[src/rtl/mdt_pkg.sv]
// ----------------------------------------------------------------------------
// Maximum drawdown tracker package
// Shared widths, payload types and the controller-to-datapath interface.
// ----------------------------------------------------------------------------
`default_nettype none

package mdt_pkg;

  // Width of one equity sample and of the Q0.N drawdown fraction.
  localparam int VALUE_BITS = 40;
  localparam int FRAC_BITS  = 16;
  localparam int CNT_BITS   = $clog2(FRAC_BITS);

  // One input beat.
  typedef struct packed {
    logic [VALUE_BITS-1:0] equity_value;
    logic                  first_sample;
    logic                  last_sample;
  } mdt_in_t;

  // One result beat.
  typedef struct packed {
    logic [FRAC_BITS-1:0] current_drawdown;
    logic [FRAC_BITS-1:0] max_drawdown;
    logic                 curve_done;
  } mdt_out_t;

  // Commands from the controller to the datapath.
  typedef struct packed {
    logic load;    // Capture an accepted sample and update the peak.
    logic prep;    // Form the difference and the special-case flags.
    logic step;    // One restoring-division step.
    logic finish;  // Update the worst drawdown and load the result register.
  } mdt_cmd_t;

endpackage

`default_nettype wire

[src/rtl/mdt_ctrl.sv]
// ----------------------------------------------------------------------------
// Maximum drawdown tracker controller
// Sequences load, setup, division steps and result hand-off for one sample.
// ----------------------------------------------------------------------------
`default_nettype none

module mdt_ctrl
  import mdt_pkg::*;
(
  input  wire logic     clk,
  input  wire logic     rst,
  input  wire logic     in_valid,
  output logic          in_ready,
  output logic          out_valid,
  input  wire logic     out_ready,
  output mdt_cmd_t      cmd
);

  localparam logic [1:0] S_IDLE = 2'd0;
  localparam logic [1:0] S_PREP = 2'd1;
  localparam logic [1:0] S_DIV  = 2'd2;
  localparam logic [1:0] S_FIN  = 2'd3;

  logic [1:0]          state;
  logic [1:0]          state_next;
  logic [CNT_BITS-1:0] count;
  logic                fin_go;

  // The result register may be reloaded once it is empty or being taken.
  assign fin_go   = (state == S_FIN) && (!out_valid || out_ready);
  assign in_ready = (state == S_IDLE);

  assign cmd.load   = in_valid && in_ready;
  assign cmd.prep   = (state == S_PREP);
  assign cmd.step   = (state == S_DIV);
  assign cmd.finish = fin_go;

  // Next-state logic.
  always_comb begin
    state_next = state;
    case (state)
      S_IDLE: begin
        if (in_valid) state_next = S_PREP;
      end
      S_PREP: state_next = S_DIV;
      S_DIV: begin
        if (count == CNT_BITS'(FRAC_BITS - 1)) state_next = S_FIN;
      end
      S_FIN: begin
        if (fin_go) state_next = S_IDLE;
      end
      default: state_next = S_IDLE;
    endcase
  end

  // State, step counter and output valid flag.
  always_ff @(posedge clk) begin
    if (rst) begin
      state     <= S_IDLE;
      count     <= '0;
      out_valid <= 1'b0;
    end else begin
      state <= state_next;
      if (state == S_PREP) begin
        count <= '0;
      end else if (state == S_DIV) begin
        count <= count + CNT_BITS'(1);
      end
      if (fin_go) begin
        out_valid <= 1'b1;
      end else if (out_ready) begin
        out_valid <= 1'b0;
      end
    end
  end

endmodule

`default_nettype wire

[src/rtl/mdt_datapath.sv]
// ----------------------------------------------------------------------------
// Maximum drawdown tracker datapath
// Peak and worst-drawdown state, a radix-2 restoring divider and the result
// register.
// ----------------------------------------------------------------------------
`default_nettype none

module mdt_datapath
  import mdt_pkg::*;
(
  input  wire logic     clk,
  input  wire logic     rst,
  input  wire mdt_cmd_t cmd,
  input  wire mdt_in_t  in_data,
  output mdt_out_t      out_data
);

  logic [VALUE_BITS-1:0] peak;
  logic [FRAC_BITS-1:0]  worst;
  logic [VALUE_BITS-1:0] value;
  logic                  last;
  logic [VALUE_BITS-1:0] rem;
  logic [FRAC_BITS-1:0]  quo;
  logic                  peak_zero;
  logic                  full_loss;

  logic [VALUE_BITS:0]   shifted;
  logic [VALUE_BITS:0]   trial;
  logic                  fits;
  logic [FRAC_BITS-1:0]  dd;
  logic [FRAC_BITS-1:0]  worst_next;

  // One restoring step: shift the remainder and subtract the peak if it fits.
  assign shifted = {rem, 1'b0};
  assign trial   = shifted - {1'b0, peak};
  assign fits    = (shifted >= {1'b0, peak});

  // Special cases: a zero peak gives zero, a total loss saturates.
  always_comb begin
    if (peak_zero) begin
      dd = '0;
    end else if (full_loss) begin
      dd = '1;
    end else begin
      dd = quo;
    end
    worst_next = (dd > worst) ? dd : worst;
  end

  // Curve state, which reset clears.
  always_ff @(posedge clk) begin
    if (rst) begin
      peak  <= '0;
      worst <= '0;
    end else begin
      if (cmd.load) begin
        if (in_data.first_sample) begin
          peak  <= in_data.equity_value;
          worst <= '0;
        end else if (in_data.equity_value > peak) begin
          peak <= in_data.equity_value;
        end
      end else if (cmd.finish) begin
        worst <= worst_next;
      end
    end
  end

  // Working registers and the result register.
  always_ff @(posedge clk) begin
    if (cmd.load) begin
      value <= in_data.equity_value;
      last  <= in_data.last_sample;
    end
    if (cmd.prep) begin
      rem       <= peak - value;
      quo       <= '0;
      peak_zero <= (peak == '0);
      full_loss <= (value == '0);
    end else if (cmd.step) begin
      rem <= fits ? trial[VALUE_BITS-1:0] : shifted[VALUE_BITS-1:0];
      quo <= {quo[FRAC_BITS-2:0], fits};
    end
    if (cmd.finish) begin
      out_data.current_drawdown <= dd;
      out_data.max_drawdown     <= worst_next;
      out_data.curve_done       <= last;
    end
  end

endmodule

`default_nettype wire

[src/rtl/max_drawdown_tracker_top.sv]
// ----------------------------------------------------------------------------
// Maximum drawdown tracker
// Running peak and maximum fractional drawdown of an equity curve.
// ----------------------------------------------------------------------------
// Each beat carries a 40-bit unsigned equity sample with marks for the first
// and last sample of a curve. For every sample the block returns the drawdown
// floor((peak - value) * 2^16 / peak) as an unsigned Q0.16 fraction,
// saturated to 65535 on a total loss and 0 when the peak is 0, together with
// the largest drawdown of the curve so far and an echo of the last mark. The
// peak is updated at the accepting edge; the block then forms the difference,
// runs 16 steps of the radix-2 restoring divider, and updates the maximum and
// loads the output register, which makes the result valid. The block is
// ready for the next sample in the cycle after that, and takes no new sample
// before the previous one is finished; a result still unread in the output
// register holds off only the final update of the following sample. The next
// sample is accepted while a result still waits in the output register.
// ----------------------------------------------------------------------------
`default_nettype none

module max_drawdown_tracker_top
  import mdt_pkg::*;
(
  input  wire logic    clk,
  input  wire logic    rst,
  input  wire logic    in_valid,
  output logic         in_ready,
  input  wire mdt_in_t in_data,
  output logic         out_valid,
  input  wire logic    out_ready,
  output mdt_out_t     out_data
);

  mdt_cmd_t cmd;

  // Sequencing.
  mdt_ctrl u_ctrl (
    .clk       (clk),
    .rst       (rst),
    .in_valid  (in_valid),
    .in_ready  (in_ready),
    .out_valid (out_valid),
    .out_ready (out_ready),
    .cmd       (cmd)
  );

  // Arithmetic and state.
  mdt_datapath u_datapath (
    .clk      (clk),
    .rst      (rst),
    .cmd      (cmd),
    .in_data  (in_data),
    .out_data (out_data)
  );

endmodule

`default_nettype wire

[config.mk]
export PLATFORM = sky130hd
export DESIGN_NAME = max_drawdown_tracker_top
export DESIGN_NICKNAME = d
export VERILOG_FILES = /design/src/rtl/mdt_pkg.sv /design/src/rtl/mdt_ctrl.sv /design/src/rtl/mdt_datapath.sv /design/src/rtl/max_drawdown_tracker_top.sv
export SDC_FILE = /design/constraint.sdc
export NUM_CORES = 1
export LEC_CHECK = 0
export BUFFER_PORTS_ARGS = -buffer_cell sky130_fd_sc_hd__buf_2
export CORE_UTILIZATION = 65
export DETAILED_ROUTE_END_ITERATION = 8
export GPL_TIMING_DRIVEN = 0
export HOLD_SLACK_MARGIN = 0.03
export PLACE_DENSITY = 0.84
export SETUP_SLACK_MARGIN = 0.4
export SLEW_MARGIN = 20
export SYNTH_ARGS = -nofsm -noshare
export SYNTH_HDL_FRONTEND = slang
export SYNTH_SLANG_ARGS = --single-unit
[constraint.sdc]
create_clock -name clk -period 7.5 [get_ports clk]
set_input_delay 0.375 -clock clk [delete_from_list [all_inputs] [get_ports clk]]
set_output_delay 0.375 -clock clk [all_outputs]
set_load 0.05 [all_outputs]
==> run metrics, run 1 <==
status=complete, no violations; Lkg Pwr=6.39 nW; number of synthesis warnings=0; Die ar.=21200 sq um; Clock power frac=0.152; switching share of power=0.464; ranking of synthesized cells by area=edfxtp_1, ha_1, dfxtp_1; final period utilization=0.525; I/O pin count=81; Max Cap Viol=0; initial DRC count=~1200; Comb pwr share=0.585; mapped cell area=13400 sq um; final instance area=around 15000 sq um; async set-reset flop share out of synthesis=0; leading cell type in the layout, fill and taps excluded=nor2_1; Setup crit end kind=flip-flop; Psw=3.09 mW; Port Buffer Count=80; sequential fraction of design power=0.263; R2R Setup Slk=3.56 ns; Via-to-Cell Ratio=6.32; Setup TNS=0 ns; top-area cell type share of the netlist area=0.260; max-slew violations=0; final core occ=0.735; area leader, netlist=edfxtp_1; largest net degree at the start of global routing=36; FILL cells=1469; Slew HR=0.286; Slew @ Worst Pin=1.06 ns; Vias=between 10000 and 15000; post_cts resized=0; PwrDens=approximately 450 nW/um^2; Placer Congestion=0.987; number of synthesized flops with an enable pin=around 120; uppermost layer routed=met4; register area share after synthesis=0.378; Max Freq=~250 MHz; Syn Inst Count=1415; Met2 Wirelength=between 15 and 20 mm; WL met3=~2.4 mm; Core Box Area=20200 sq um; Startpoint Class=flip-flop; Int Power=between 3 and 4 mW; FF-to-FF path depth=11; Hold Path Stages=1; antenna fix cells=0; reg2reg end=u_datapath.worst[10]; post-CTS setup buffers=0; RSZ-0062 raised after global routing=false; initial antenna violation count=0; placed cell areas=14200 sq um; Clock Skew=~0.012 ns; final hold violation count=0; VDD IR-drop max=0.000243 V; Req. time, crit path=7.84 ns; worst hold start=in_data[0]; Routed Antenna Nets=0; Hold Crit Class=in -> reg; CTS tree=yes; CTS buffer count=17; die width=146 um; commonest non-fill, non-tap cells in the layout=nor2_1, ha_1, a21oi_1; WS Path Type=reg -> reg; # setup viols final=0; count of cell types in the netlist=79; GRT Util Overall=0.325; Total Wirelength=34.3 mm; CTS sink cnt=195; area delta synth->final=11.0%; first-pass GRT wire length=roughly 55 mm; placed wire-length estimate=~26 mm; Final nets=between 1500 and 2000; initial core utilization=0.662; drc violations=0; CTS max path bufs=2; Worst Path Max Fanout=10; syn_nets=about 1600; Worst-path clk slew=~0.08 ns; register bit total from synthesis=roughly 200; critical register-to-register path startpoint=u_datapath.peak_zero; worst-skew pair later-pin latency=0.46 ns; cts hold-fix bufs=0; H-tree depth=4; Clk Tree Root Cell=clkbuf_16; Syn Area/Cell=9.47 sq um; Tmin final=around 3.9 ns; Post-synth top flop=edfxtp_1; Worst setup startpoint=u_datapath.peak_zero; total gr overflow=0; DR WL/cell=19.1 um; Core Rows=52; Worst Path Arrival=approximately 4.3 ns; Worst Hold End=u_datapath.last; Pre-antenna DRT Iters=5; M1 WL=14.9 mm; Fin Hold WS=0.0978 ns; Die Ht=146 um; vias in the first global route=10700; layout cells sized above 1=0.116
==> worst max-delay path, cell delays in order, from the launching register on <==
cell and delay [ns]:
edfxtp_1 0.33, clkbuf_1 0.27, clkbuf_1 0.39, nor2_1 0.18, ha_1 0.37, nand3_1 0.11, nor2_1 0.11, nand2_1 0.09
o31ai_1 0.90, buf_2 0.42, mux2_2 0.39, a32o_1 0.26
==> registers in the layout, indices dropped and copies added (netlist names), 2 cells and up <==
| name | cells |
|---|---|
| u_datapath.worst | 16 |
| u_ctrl.state | 2 |
| u_datapath.out_data | 33 |
| u_datapath.value | 40 |
| u_datapath.peak | 40 |
| u_datapath.quo | 16 |
| u_datapath.rem | 40 |
| u_ctrl.count | 4 |
==> final cells by class <==
cell class | count | area, sq um | share of cell area
buffer | 65 | 337 | 0.0226
sequential | 195 | 5060 | 0.341
clock buffer | 17 | 425 | 0.0286
multi-input combinational | 1046 | 7590 | 0.510
inverter | 109 | 409 | 0.0275
timing repair buffer | 83 | 468 | 0.0315
tap | 270 | 338 | 0.0227
clock inverter | 15 | 243 | 0.0163
==> logic make-up (layout without fill, tap and decap cells) <==
family | after synthesis | after routing | share of synthesized area
compound gates | 382 | 382 | 0.193
simple gates | 377 | 377 | 0.136
flops | 195 | 195 | 0.378
buf+inv | 174 | 289 | 0.0556
fa+ha+maj | 142 | 142 | 0.134
mux | 79 | 79 | 0.0606
xor+xnor | 66 | 66 | 0.0431
==> layer usage <==
metal | vias to the layer above | GRT usage
met5 | - | 0
met1 | 5393 | 0.435
li1 | 5405 | -
met4 | 0 | 0.139
met3 | 98 | 0.0520
met2 | 476 | 0.523
==> worst max-delay path by stage <==
stage	cells after the start	end	slack [ns]
3_3_place_gp	11	u_datapath.worst[7]	3.78
2_1_floorplan	11	u_datapath.worst[12]	4.36
6_report	11	u_datapath.worst[10]	3.56
4_1_cts	11	u_datapath.worst[10]	3.56
3_5_place_dp	12	u_datapath.worst[10]	3.66
5_1_grt	12	u_datapath.worst[10]	3.29
==> synthesized netlist by cell type (7+ instances only) <==
library cell,n
o21ai_0,42
a32o_1,16
and3_1,9
mux2_2,17
edfxtp_1,116
a211o_1,8
ha_1,140
a211oi_1,32
nor2_1,156
buf_6,7
o21bai_1,9
mux2i_1,62
a21oi_1,128
nor2b_1,15
nand2_1,51
xnor2_1,28
dfxtp_1,79
clkbuf_1,37
nand2b_1,19
o211ai_1,9
nand4_1,33
nor4_1,25
xor2_1,38
nand3_1,22
and2_1,7
o21a_1,10
a21o_1,62
inv_1,109
nor3_1,20
buf_2,13
==> power groups by stage <==
stage	Sequential [mW]	Combinational (mW)	Clock, mW
6_report	1.75	3.90	1.01
5_1_grt	1.77	4.24	1.05
4_1_cts	1.74	3.81	1.01
3_5_place_dp	1.76	3.74	0
3_3_place_gp	1.77	3.58	0
2_1_floorplan	1.78	2.82	0
==> stage by stage <==
| step | total power [mW] | setup WS (ns) | instances |
|---|---|---|---|
| final | 6.66 | 3.56 | 1800 |
| after global routing | 7.07 | 3.29 | 1800 |
| after CTS | 6.56 | 3.56 | 1800 |
| after detailed placement | 5.50 | 3.66 | 1768 |
| after global placement | 5.35 | 3.78 | 1765 |
| after floorplan | 4.60 | 4.36 | 1415 |
Power figures use the tool's default switching activity.
==> run 2, diff against run 1 <==
--- a/config.mk
+++ b/config.mk
@@ -5,12 +5,13 @@
 export SDC_FILE = /design/constraint.sdc
 export NUM_CORES = 1
 export LEC_CHECK = 0
+export ABC_AREA = 1
 export BUFFER_PORTS_ARGS = -buffer_cell sky130_fd_sc_hd__buf_2
-export CORE_UTILIZATION = 65
+export CORE_UTILIZATION = 63
 export DETAILED_ROUTE_END_ITERATION = 8
 export GPL_TIMING_DRIVEN = 0
 export HOLD_SLACK_MARGIN = 0.03
-export PLACE_DENSITY = 0.84
+export PLACE_DENSITY = 0.82
 export SETUP_SLACK_MARGIN = 0.4
 export SLEW_MARGIN = 20
 export SYNTH_ARGS = -nofsm -noshare
==> constraint.sdc (replaced) <==
create_clock -name clk -period 3.8 [get_ports clk]
set_input_delay 0.19 -clock clk [delete_from_list [all_inputs] [get_ports clk]]
set_output_delay 0.19 -clock clk [all_outputs]
set_load 0.05 [all_outputs]
==> run metrics, run 2 <==
Worst Path Max Fanout=10; top-area cell type share of the netlist area=0.224; area delta synth->final=12.4%; RSZ-0062 raised after global routing=false; CTS max path bufs=2; CTS tree=yes; final period utilization=0.879; final hold violation count=0; top flop regs=u_datapath.peak: 40 flops, u_datapath.rem: 40 flops, u_datapath.value: 40 flops; die width=approximately 160 um; Slew @ Worst Pin=between 0.6 and 0.7 ns; Max Cap Viol=0; vias in the first global route=14900; drc violations=0; count of cell types in the netlist=43; Setup crit end kind=flip-flop; total gr overflow=0; Total Wirelength=48.9 mm; Core Box Area=approximately 24000 sq um; ranking of synthesized cells by area=edfxtp_1, nand2_1, ha_1; Worst-path clk slew=0.09 ns; Routed Antenna Nets=0; Syn Inst Count=roughly 2300; Vias=16000; post-CTS setup buffers=0; Placer Congestion=a little under 1; placed wire-length estimate=38.9 mm; Req. time, crit path=4.01 ns; Syn Area/Cell=6.74 sq um; antenna fix cells=0; mapped cell area=15600 sq um; async set-reset flop share out of synthesis=0; Core Rows=57; register area share after synthesis=0.325; first-pass GRT wire length=approximately 77 mm; Startpoint Class=flip-flop; Lkg Pwr=about 8.8 nW; max-slew violations=0; FF-to-FF path depth=11; Hold Path Stages=4; Clock Skew=0.0269 ns; CTS sink cnt=195; I/O pin count=81; Post-synth top flop=edfxtp_1; PwrDens=994 nW/um^2; worst-skew pair later-pin latency=0.45 ns; Tot Pwr=17.4 mW; initial DRC count=1873; # setup viols final=0; DR WL/cell=17.5 um; CTS buffer count=17; Slew HR=0.538; layout cells sized above 1=0.0673; status=complete, no violations; Die Ht=159 um; number of synthesis warnings=0; Setup TNS=0 ns; setup ws final=0.458 ns; Worst Path Arrival=3.55 ns; top-count cell post-synth=nand2_1; syn_nets=2499; WS Path Type=reg -> reg; area leader, netlist=edfxtp_1; Pre-antenna DRT Iters=7; Post-synth top cells=nand2_1, inv_1, nor2_1; VDD IR-drop max=around 0.00052 V; FILL cells=2021; register bit total from synthesis=195; commonest non-fill, non-tap cells in the layout=nand2_1, inv_1, nor2_1; number of synthesized flops with an enable pin=about 120; Setup Slack @ Placement=0.309 ns; Hold Crit Class=in -> reg; Die ar.=25400 sq um; initial antenna violation count=1; Final nets=2641; Clk Tree Root Cell=clkbuf_16; Via-to-Cell Ratio=5.72; initial core utilization=0.642; Max Freq=around 300 MHz; Tmin final=roughly 3.3 ns; largest net degree at the start of global routing=38; leading cell type in the layout, fill and taps excluded=nand2_1; H-tree depth=4; GRT Util Overall=0.390; Port Buffer Count=80
run 2: kinds of logic after synthesis:
family          count (synthesis)  share of synthesized area
simple gates                 1253                      0.343
buf+inv                       405                      0.102
compound gates                277                     0.0932
flops                         195                      0.325
fa+ha+maj                     142                      0.115
xor+xnor                       39                     0.0219
run 2: where the power goes:
part	internal (mW)	leakage [nW]	switching [mW]
Combinational	3.89	6.72	7.84
Clock	0.955	0.297	0.942
Sequential	3.33	1.74	0.441
run 2: final timing paths:
| kind | from | endpoint | slack (ns) |
|---|---|---|---|
| max | u_datapath.full_loss | u_datapath.out_data[14] | 0.46 |
| min | out_ready | u_ctrl.out_valid | 0.05 |
| max reg2reg | u_datapath.full_loss | u_datapath.out_data[14] | 0.46 |
| min reg2reg | u_datapath.last | u_datapath.out_data[0] | 0.43 |
run 2: critical path: stages, from the launching register on:
cell      delay, ns
edfxtp_1       0.52
clkbuf_1       0.28
o21ai_1        0.32
inv_1          0.12
ha_1           0.30
nand2_1        0.11
nor4_4         0.51
nand2_1        0.12
nand2_2        0.19
buf_2          0.29
nand3_1        0.16
and2_1         0.20
run 2: what timing repair did:
action | in CTS | in global routing
endpoints found under the setup margin | 13 | 28
resized for setup | 2 | 10
endpoints found under the hold margin | 59 | 0
pin swaps | 0 | 1
hold buffers | 40 | 0
run 2: area by class of cell:
class | count | area (sq um) | area share
multi-input cells | 1711 | 8960 | 0.512
clock buffers | 18 | 429 | 0.0245
clock inverters | 14 | 181 | 0.0104
inverters | 351 | 1320 | 0.0753
plain buffers | 54 | 272 | 0.0155
flip-flops and latches | 195 | 5060 | 0.289
well taps | 324 | 405 | 0.0232
repair buffers | 123 | 868 | 0.0496
run 2: layer usage:
layer,track usage,wire (um)
met1,0.546,20900
met2,0.605,21300
met3,0.0711,5060
met4,0.134,1590
met5,0,13
run 2: through the flow:
stage,util,hold slack (ns),std cells,cell area (sq um)
after floorplan,-,0.289,2311,15600
after detailed placement,0.679,0.373,2718,16500
after global routing,0.722,0.0398,2790,17500
final,0.722,0.0538,2790,17500
after global placement,0.675,0.381,2715,16400
after CTS,0.721,0.0514,2790,17500
==> run 3, diff against run 2 <==
--- a/config.mk
+++ b/config.mk
@@ -9,7 +9,7 @@
 export BUFFER_PORTS_ARGS = -buffer_cell sky130_fd_sc_hd__buf_2
 export CORE_UTILIZATION = 63
 export DETAILED_ROUTE_END_ITERATION = 8
-export GPL_TIMING_DRIVEN = 0
+export GPL_TIMING_DRIVEN = 1
 export HOLD_SLACK_MARGIN = 0.03
 export PLACE_DENSITY = 0.82
 export SETUP_SLACK_MARGIN = 0.4
==> run metrics, run 3 (synthesized netlist as in run 2, its figures left out) <==
status=complete, no violations; slowest cell on the critical path=edfxtp_1; CTS buffer count=17; Comb pwr share=0.667; I/O pin count=81; VDD IR-drop max=0.000530 V; Startpoint Class=flip-flop; Lkg Pwr=between 8 and 9 nW; Fin Hold WS=0.0599 ns; Final nets=2598; drc violations=0; Port Buffer Count=80; Worst-path clk slew=0.09 ns; DR WL/cell=16.9 um; antenna fix cells=0; switching share of power=0.526; Setup crit end kind=flip-flop; largest net degree at the start of global routing=81; Core Rows=57; initial core utilization=0.642; largest stage delay on the critical path=approximately 0.62 ns; leading cell type in the layout, fill and taps excluded=nand2_1; Routed Antenna Nets=0; placed wire-length estimate=about 36 mm; area delta synth->final=11.0%; GRT Util Overall=0.369; Max Cap Viol=0; Hold Crit Class=in -> reg; commonest non-fill, non-tap cells in the layout=nand2_1, inv_1, nor2_1; Worst Path Arrival=3.37 ns; Total Wirelength=46.4 mm; Via-to-Cell Ratio=approximately 5.7; RSZ-0062 raised after global routing=false; total gr overflow=0; post_cts resized=0; Vias=15700; layout cells sized above 1=0.0615; Int Power=8.06 mW; CTS max path bufs=2; Die Ht=around 160 um; Max Freq=316 MHz; Placer Congestion=1.01; Pre-antenna DRT Iters=5; Slew HR=0.319; FILL cells=2079; WS Path Type=reg -> reg; PwrDens=984 nW/um^2; final hold violation count=0; max-slew violations=0; Psw=8.95 mW; initial antenna violation count=0; Req. time, crit path=4.01 ns; Clk Tree Root Cell=clkbuf_16; die width=159 um; H-tree depth=4; Slew @ Worst Pin=1.02 ns; sequential fraction of design power=0.221; Clock power frac=0.112; # setup viols final=0; vias in the first global route=14400; final period utilization=0.832; CTS tree=yes; Tmin final=3.16 ns; worst-path cell chain=o21ai_0 > inv_1 > ha_1 > a21oi_1 > o21ai_0 > a21oi_1 > nand2_2 > nand2_2 > nand2_1 > and2_1; top flop regs=u_datapath.peak: 40 flops, u_datapath.rem: 40 flops, u_datapath.value: 40 flops; Worst Path Max Fanout=17; Core Box Area=between 20000 and 25000 sq um; Die ar.=between 20000 and 30000 sq um; Clock Skew=approximately 0.027 ns; first-pass GRT wire length=74.1 mm; CTS sink cnt=a little under 200; worst-skew pair later-pin latency=0.45 ns; initial DRC count=about 1800; Setup TNS=0 ns
run 3: through the flow:
step           std cells   util  setup WS (ns)  cell area, sq um  power, mW
2_1_floorplan       2311      -          0.579             15600       11.9
3_3_place_gp        2674  0.670          0.828             16200       14.5
3_5_place_dp        2674  0.670          0.721             16200       14.7
4_1_cts             2747  0.713          0.738             17300       16.7
5_1_grt             2747  0.713          0.431             17300       18.5
6_report            2747  0.713          0.637             17300       17.0
run 3: final cells by class:
type                       count  area (sq um)  area share
multi-input combinational   1711          8930       0.517
sequential                   195          5060       0.293
inverter                     351          1320      0.0762
timing repair buffer         134           933      0.0540
clock buffer                  20           478      0.0277
tap                          324           405      0.0235
clock inverter                12           150     0.00869
run 3: what timing repair did:
action	in CTS	in global routing
hold buffers	41	0
endpoints found under the hold margin	76	0
setup buffers	0	0
run 3: per-layer routing:
metal	routed length [um]	vias to the layer above	GRT usage
li1	-	7661	-
met1	21100	7062	0.558
met2	19600	857	0.553
met3	4820	70	0.0521
met4	866	0	0.0892
met5	0	-	0
run 3: worst max-delay path: cells and delay by family, from the launching register on:
| family | cells | cell delay [ns] |
|---|---|---|
| AOI/OAI and AO/OA | 4 | 0.87 |
| adders and majority gates | 1 | 0.32 |
| buffers and inverters | 1 | 0.11 |
| DFF | 1 | 0.62 |
| and+or+nand+nor | 4 | 1.01 |
run 3: path summary, 6_finish.rpt:
path | from | to | slack [ns] | cells after the start
max | u_datapath.full_loss | u_datapath.out_data[15] | 0.64 | 10
min | out_ready | u_ctrl.out_valid | 0.06 | 4
max reg2reg | u_datapath.full_loss | u_datapath.out_data[15] | 0.64 | 10
min reg2reg | u_datapath.last | u_datapath.out_data[0] | 0.46 | 0
run 3: power groups by stage:
| stage | clock network [mW] | logic [mW] | registers [mW] |
|---|---|---|---|
| 4_1_cts | 1.90 | 11.1 | 3.75 |
| 6_report | 1.90 | 11.4 | 3.76 |
| 2_1_floorplan | 0 | 8.06 | 3.85 |
| 3_3_place_gp | 0 | 10.7 | 3.75 |
| 3_5_place_dp | 0 | 10.9 | 3.78 |
| 5_1_grt | 1.98 | 12.7 | 3.82 |
